==> config.mk <==
export PLATFORM = sky130hd
export DESIGN_NAME = fca_front
export DESIGN_NICKNAME = d
export VERILOG_FILES = /design/src/design/fca_pkg.sv /design/src/design/fca_front.sv
export SDC_FILE = /design/constraint.sdc
export NUM_CORES = 1
export LEC_CHECK = 0
export ABC_AREA = 1
export BUFFER_PORTS_ARGS = -buffer_cell sky130_fd_sc_hd__buf_4
export CAP_MARGIN = 20
export CORE_ASPECT_RATIO = 1.75
export CORE_MARGIN = 1
export CORE_UTILIZATION = 46
export CTS_BUF_LIST = sky130_fd_sc_hd__clkbuf_4 sky130_fd_sc_hd__clkbuf_8
export DETAILED_ROUTE_END_ITERATION = 7
export PLACE_DENSITY = 0.78
export SLEW_MARGIN = 20
export SYNTH_ARGS = -nofsm -noshare
export SYNTH_HDL_FRONTEND = slang
export SYNTH_SLANG_ARGS = --single-unit
==> constraint.sdc <==
create_clock -name clk_i -period 2.6 [get_ports clk_i]
set_input_delay 0.26 -clock clk_i [delete_from_list [all_inputs] [get_ports clk_i]]
set_output_delay 0.26 -clock clk_i [all_outputs]
set_load 0.05 [all_outputs]
==> src/design/fca_pkg.sv <==
// ----------------------------------------------------------------------------
// fca_pkg
// Shared types, constants and helper functions of the FAT16 cluster
// allocator: request and result formats, queue entry, configuration bundle.
// ----------------------------------------------------------------------------
package fca_pkg;

  // Table geometry.
  localparam int unsigned TABLE_ENTRIES = 4096;
  localparam int unsigned ADDR_W        = $clog2(TABLE_ENTRIES);

  // Fixed field widths of the request and result.
  localparam int unsigned ACTION_W  = 3;
  localparam int unsigned CLUSTER_W = 12;
  localparam int unsigned DATA_W    = 16;
  localparam int unsigned STATUS_W  = 2;

  // Range limits need one bit more than the widest cluster number.
  localparam int unsigned LIM_W  = (ADDR_W > CLUSTER_W) ? ADDR_W + 1 : CLUSTER_W + 1;
  localparam int unsigned WIDE_W = (LIM_W > DATA_W) ? LIM_W : DATA_W;

  // First cluster number that maps to data.
  localparam int unsigned FIRST_CLUSTER = 2;

  // Request queue depth between front and back.
  localparam int unsigned QUEUE_DEPTH = 2;
  localparam int unsigned QPTR_W      = $clog2(QUEUE_DEPTH);

  // Action codes on the request.
  typedef enum logic [ACTION_W-1:0] {
    ACT_READ  = 3'd0,
    ACT_WRITE = 3'd1,
    ACT_ALLOC = 3'd2,
    ACT_FREE  = 3'd3,
    ACT_HINT  = 3'd4
  } action_e;

  // Status codes on the result.
  typedef enum logic [STATUS_W-1:0] {
    STATUS_OK       = 2'd0,
    STATUS_INVALID  = 2'd1,
    STATUS_NO_SPACE = 2'd2
  } status_e;

  // Configuration register indexes.
  typedef enum logic {
    REG_CLUSTER_TOTAL = 1'b0,
    REG_END_MARK      = 1'b1
  } cfg_reg_e;

  // Decoded operation carried through the queue.
  typedef enum logic [2:0] {
    OP_READ,
    OP_WRITE,
    OP_ALLOC,
    OP_FREE,
    OP_HINT,
    OP_BAD
  } op_e;

  // Back-end sequencer states.
  typedef enum logic [2:0] {
    S_INIT,
    S_IDLE,
    S_EXEC,
    S_READ,
    S_SCAN,
    S_FREE_RD,
    S_FREE_WR
  } state_e;

  typedef struct packed {
    logic [ACTION_W-1:0]  action;
    logic [CLUSTER_W-1:0] cluster_num;
    logic [DATA_W-1:0]    entry_data;
  } req_t;

  typedef struct packed {
    status_e              status;
    logic [DATA_W-1:0]    read_value;
    logic [CLUSTER_W-1:0] granted_cluster;
  } rsp_t;

  // One classified request as it waits in the queue.
  typedef struct packed {
    op_e                  op;
    logic [CLUSTER_W-1:0] cluster;
    logic [DATA_W-1:0]    data;
    logic                 cluster_ok;
  } item_t;

  // Head of the queue as seen by the back end.
  typedef struct packed {
    logic  valid;
    item_t item;
  } qhead_t;

  // Configuration bundle distributed from the top level.
  typedef struct packed {
    logic [CLUSTER_W-1:0] cluster_total;
    logic [DATA_W-1:0]    end_mark;
    logic [LIM_W-1:0]     lim;
  } cfg_t;

  // One past the last valid cluster, clamped to the table size.
  function automatic logic [LIM_W-1:0] range_end(input logic [CLUSTER_W-1:0] total);
    logic [LIM_W-1:0] sum;
    sum = LIM_W'(total) + LIM_W'(FIRST_CLUSTER);
    if (sum > LIM_W'(TABLE_ENTRIES)) begin
      sum = LIM_W'(TABLE_ENTRIES);
    end
    return sum;
  endfunction

  // True when a cluster number addresses a data cluster.
  function automatic logic in_range(input logic [WIDE_W-1:0] c,
                                    input logic [LIM_W-1:0]  lim);
    return (c >= WIDE_W'(FIRST_CLUSTER)) && (c < WIDE_W'(lim));
  endfunction

endpackage

==> src/design/fca_front.sv <==
// ----------------------------------------------------------------------------
// fca_front
// Request front end: accepts requests, decodes the action, checks the
// cluster range and keeps the classified requests in a short queue.
// ----------------------------------------------------------------------------
module fca_front
  import fca_pkg::*;
(
  input  logic   clk_i,
  input  logic   rst_ni,
  input  logic   en_i,
  input  logic   in_valid_i,
  output logic   in_ready_o,
  input  req_t   in_i,
  input  cfg_t   cfg_i,
  output qhead_t head_o,
  input  logic   pop_i
);

  item_t             q_mem [QUEUE_DEPTH];
  logic [QPTR_W-1:0] wptr_q, wptr_d;
  logic [QPTR_W-1:0] rptr_q, rptr_d;
  logic [QPTR_W:0]   cnt_q, cnt_d;
  logic              full;
  logic              push;
  item_t             item;

  // Decode the action and check the cluster range.
  always_comb begin
    item.cluster    = in_i.cluster_num;
    item.data       = in_i.entry_data;
    item.cluster_ok = in_range(WIDE_W'(in_i.cluster_num), cfg_i.lim);
    unique case (in_i.action)
      ACT_READ:  item.op = OP_READ;
      ACT_WRITE: item.op = OP_WRITE;
      ACT_ALLOC: item.op = OP_ALLOC;
      ACT_FREE:  item.op = OP_FREE;
      ACT_HINT:  item.op = OP_HINT;
      default:   item.op = OP_BAD;
    endcase
  end

  // Queue occupancy and pointers.
  assign full       = (cnt_q == (QPTR_W+1)'(QUEUE_DEPTH));
  assign in_ready_o = en_i && !full;
  assign push       = in_valid_i && in_ready_o;

  always_comb begin
    wptr_d = wptr_q;
    rptr_d = rptr_q;
    cnt_d  = cnt_q;
    if (push) begin
      wptr_d = (wptr_q == QPTR_W'(QUEUE_DEPTH - 1)) ? '0 : wptr_q + QPTR_W'(1);
    end
    if (pop_i) begin
      rptr_d = (rptr_q == QPTR_W'(QUEUE_DEPTH - 1)) ? '0 : rptr_q + QPTR_W'(1);
    end
    if (push && !pop_i) begin
      cnt_d = cnt_q + (QPTR_W+1)'(1);
    end else if (pop_i && !push) begin
      cnt_d = cnt_q - (QPTR_W+1)'(1);
    end
  end

  always_ff @(posedge clk_i or negedge rst_ni) begin
    if (!rst_ni) begin
      wptr_q <= '0;
      rptr_q <= '0;
      cnt_q  <= '0;
    end else begin
      wptr_q <= wptr_d;
      rptr_q <= rptr_d;
      cnt_q  <= cnt_d;
    end
  end

  // Queue storage.
  always_ff @(posedge clk_i) begin
    if (push) begin
      q_mem[wptr_q] <= item;
    end
  end

  assign head_o.valid = (cnt_q != '0);
  assign head_o.item  = q_mem[rptr_q];

endmodule

### Word level (Yosys, flattened, before mapping)

Memory sizes are Yosys's and may differ from the RTL's.
Index checks and enable logic that the tools add are counted.

* register bits: 4
* RAM bits: 64
* input bits: 77
* word-level logic and storage cells: 33
* memories: 1

Memory list
* q_mem: words 2, bits a word 32, rd ports 1, clocked after Yosys merged registers in 0, write ports 1, RTL line fca_front.sv:20 `item_t q_mem [QUEUE_DEPTH];`

* add/subtract/negate cells: 4
* $lt $le $gt $ge: 2
* equal/unequal tests: 5
* multiplexer cells: 7
* reduce and logical (&&, ||, !) cells: 11

Operators by type and width (count)
* $pmux 3 s5: 1
* $lt 12x13->1: 1
* $ge 12x2->1 const B: 1
* $eq 3x2->1 const B: 2
* $logic_and 1x1->1: 5
* $mux 1: 4
* $mux 2: 2
* $reduce_bool 2->1: 2
* $eq 3x1->1 const B: 1
* $eq 3x3->1 const B: 1
* $logic_not 1->1: 3
* $logic_not 3->1: 1
* $add 1x1->1 const B: 2
* $add 2x1->2 const B: 1
* $eq 2x2->1 const B: 1
* $sub 2x1->2 const B: 1

### Depth between registers and ports, before layout

* word-level depth: 8
* depth in mapped cells: 9

### Worst setup path after synthesis

Ideal clock, no wire load.

* path type: reg2reg
* start: register cnt_q[0]
* end: memory q_mem[0][0] (netlist bit), enable pin
* setup time: 421 ps
* data arrival time: 2560 ps
* required time: 2179 ps
* setup slack: -382 ps
* stages on the path, launching flop included: 5
* path buffers: 0
* cell sequence: dfrtp_1 inv_1 a21boi_2 nand2_1 nor2_1

* cells in the longest elaborated chain, start to end: 6

Ends and longest elaborated chain
* start: declaration: RTL line fca_front.sv:23 `logic [QPTR_W:0] cnt_q, cnt_d;`
* start signal: assignment: RTL line fca_front.sv:73 `cnt_q <= cnt_d;`
* $eq 2x2->1: RTL line fca_front.sv:44 `assign full = (cnt_q == (QPTR_W+1)'(QUEUE_DEPTH));`
* $logic_not 1->1: RTL line fca_front.sv:45 `assign in_ready_o = en_i && !full;`
* $logic_and 1x1->1: RTL line fca_front.sv:45
* net in_ready_o: RTL line fca_front.sv:13 `output logic in_ready_o,`
* $logic_and 1x1->1: RTL line fca_front.sv:46 `assign push = in_valid_i && in_ready_o;`
* $mux 1: RTL line fca_front.sv:79 `if (push) begin`
* $mux 1 (implied by the code): RTL line fca_front.sv:80 `q_mem[wptr_q] <= item;`
* end: declaration: RTL line fca_front.sv:20

The timed path passes the listed nets, and every way through them passes these cells.

==> impl_metrics.csv <==
group,metric,value,unit
placement,gp_congestion,0.692,
routing,vias,1769,
yosys,syn_area,0.00305,sq mm
routing,ant_nets,0,
grt,use_met3,0.0519,
finish,layout-drive-gt1-share,0.469,
pwr,finalPower,0.00418,W
routing,route.detailed.drc,0,
yosys,synthArstFlopShare,0.0588,
sta,worst_slack,0.560,ns
floorplanning,io_pins,111,
clocking,clockBufferDepth,2,
job,cap_violations,0,
placement,place_inst,355,
finish,fin_nets,376,
setup_path,worstSetupEndpointType,"output port",
grt,met1_usage,0.135,
placement,hpwl,3840,um
pwr,combPwrFrac,0.420,
setup_path,crit_required,2.34,ns
routing,drt-pass1-iter-count,4,
clocking,cts_tree,"yes",
routing,routedWlPerCell,13.5,um
sta,max_slew.worst_pin.slew,0.533,ns
sta,fmax,490,MHz
floorplanning,dieArea,0.00698,sq mm
placement,place_area,0.00377,sq mm
grt,grt_pass1_vias,1693,
clocking,h-tree-depth,3,
yosys,synthMostInstantiatedCell,"edfxtp_1",
grt,grt_max_degree,20,
clocking,clockRootBuffer,"clkbuf_8",
finish,multi_input_area,876,sq um
floorplanning,die_width,63.6,um
clocking,cts.sinks,68,
grt,grt_pass1_wl,7700,um
setup_path,worstSetupPathType,"flip-flop to output port",
routing,drt_iter0_drc,52,
sta,post-route-period-util,0.785,
sta,fin_skew,0.00377,ns
pwr,p_sw_frac,0.365,
finish,insertedDiodeCount,0,
pwr,clkPwrFrac,0.225,
setup_path,slowest_stage,"dfrtp_2",
yosys,seq_area_frac_synth,0.663,
setup_path,worstPathCellList,"buf_12 -> mux2_4 -> buf_4",
sta,slew_headroom,0.644,
setup_path,cp_max_fo,19,
grt,overflow,0,
yosys,yosysUniqueCellTypes,19,
setup_path,cpPeakStageDelay,0.66,ns
finish,fin_cells,372,
finish,area_delta_synth_final,31.2,%
placement,pre_cts_ws,0.760,ns
sta,final.min_clock_period,2.04,ns
grt,grtUsageTotal,0.155,
finish,fin_area,0.00400,sq mm
pwr,pwr-share-seq,0.355,
yosys,synth_ff_type,"edfxtp_1",
pwr,power.internal,0.00266,W
finish,fillers,486,
min_path,worstHoldPathType,"primary input to flip-flop",
yosys,ys_warn_count,0,
routing,vias_per_cell,4.76,
yosys,synth-seq-cells,68,
pwr,switchingPower,0.00152,W
placement,buffer_ports.inserted,82,
sta,finalHoldViolCount,0,
yosys,syn-num-nets,284,
sta,setup_viol,0,
setup_path,rrSetupSlack,0.81,ns
clocking,insertion_delay,0.33,ns
grt,antenna_found_initial,0,
yosys,yosys.area.top_type,"edfxtp_1",
yosys,syn_inst,195,
grt,busiest_layer,"met2",
floorplanning,start_util,0.483,
finish,seqCellArea,0.00202,sq mm
yosys,yosys.area.top_type_share,0.630,
floorplanning,dieHeight,110,um
yosys,avgSynthCellArea,15.6,sq um
yosys,synthTopCellsByCount,"64 x edfxtp_1, 29 x mux2_4, 25 x inv_1",
floorplanning,core_area,0.00632,sq mm
sta,report.final.slew_viol_count,0,
clocking,numCtsBuffers,9,
setup_path,arrival,1.78,ns
setup_path,start_kind,"flip-flop",
floorplanning,rows,38,
clocking,cts.reportedPaths.clkPinSlew,0.07,ns
status,status,"complete, no violations",
routing,drt-total-wl,5020,um
grt,grtUsageMet2,0.298,
yosys,synthTopCellsByArea,"edfxtp_1 63%, mux2_4 14%, ha_1 4.9%, dfrtp_1 3.3%, inv_1 3.1%",
pwr,leakagePower,1.76,nW
sta,rsz0062_at_grt,"false",
pwr,ir_drop,0.546,mV
clocking,cts_resized,0,
yosys,synth_edf_count,64,
pwr,p_per_area,1040,mW/mm^2
## placed cells by master, fill, tap and decap left out, types with 4 or more instances in the layout
master	n
buf_4	82
edfxtp_1	64
mux2_4	29
inv_1	25
nand2_1	23
nor2_1	13
ha_1	12
clkbuf_8	10
a21oi_1	4
## metal layers
layer	share of wire	wire, um
met5	0	0
met2	0.61	3070
met3	0.052	263
met1	0.31	1580
met4	0.023	114
## worst paths after layout
kind | startpoint | endpoint | cells after the start
max in group asynchronous | rst_ni | rptr_q | 2
worst max register to register | cnt_q[0] | q_mem[1][31] | 5
worst max-delay path | rptr_q | head_o[18] | 3
worst min register to register | cnt_q[0] | cnt_q[0] | 1
worst min-delay path | in_i[2] | q_mem[0][3] | 1
min in group asynchronous | rst_ni | rptr_q | 2
## layout make-up
class,instances,area share
flip-flops and latches,68,0.505
multi-input cells,97,0.219
clock inverters,4,0.0181
inverters,25,0.0234
clock buffers,12,0.0381
well taps,80,0.0250
repair buffers,86,0.171
## worst max-delay path, delay by kind of cell, from the launching register on
kind	cells	cell delay, ns
buffers and inverters	2	0.44
DFF	1	0.66
muxes	1	0.32
## kinds of logic (layout without fill, tap and decap cells)
kind of cell	after synthesis	in the layout	synth area share
buffers and inverters	30	127	0.0553
AOI/OAI and AO/OA	7	7	0.0143
xor gates and xnor gates	4	4	0.0115
DFF	68	68	0.663
adders and majority gates	12	12	0.0492
muxes	32	32	0.154
and+or+nand+nor	42	42	0.0533
## registers in the layout (all words and copies together) (netlist names)
| name | cells |
|---|---|
| cnt_q | 2 |
| q_mem | 64 |
| rptr_q | 1 |
| wptr_q | 1 |
## power groups by stage
stage               Clock, W  Sequential [W]  Combinational [W]
global placement           0         0.00150            0.00176
detailed placement         0         0.00151            0.00178
floorplan                  0         0.00143            0.00145
global route         0.00101         0.00150            0.00184
CTS                 0.000963         0.00149            0.00178
finish              0.000942         0.00148            0.00176
## timing repair
action,4_1_cts,5_1_grt
hold endpoints to repair,4,0
setup buffers,0,0
hold buffers,1,0
## metrics by stage
stage | hold WS [ns] | utilization | TNS, ns
after global routing | 0.0828 | 0.633 | 0
after CTS | 0.0931 | 0.633 | 0
final | 0.113 | 0.633 | 0
after detailed placement | 0.0561 | 0.596 | 0
after floorplan | -0.0356 | - | -24.42
after global placement | 0.0579 | 0.596 | 0
Note: power is estimated with default switching activity, not from simulation.
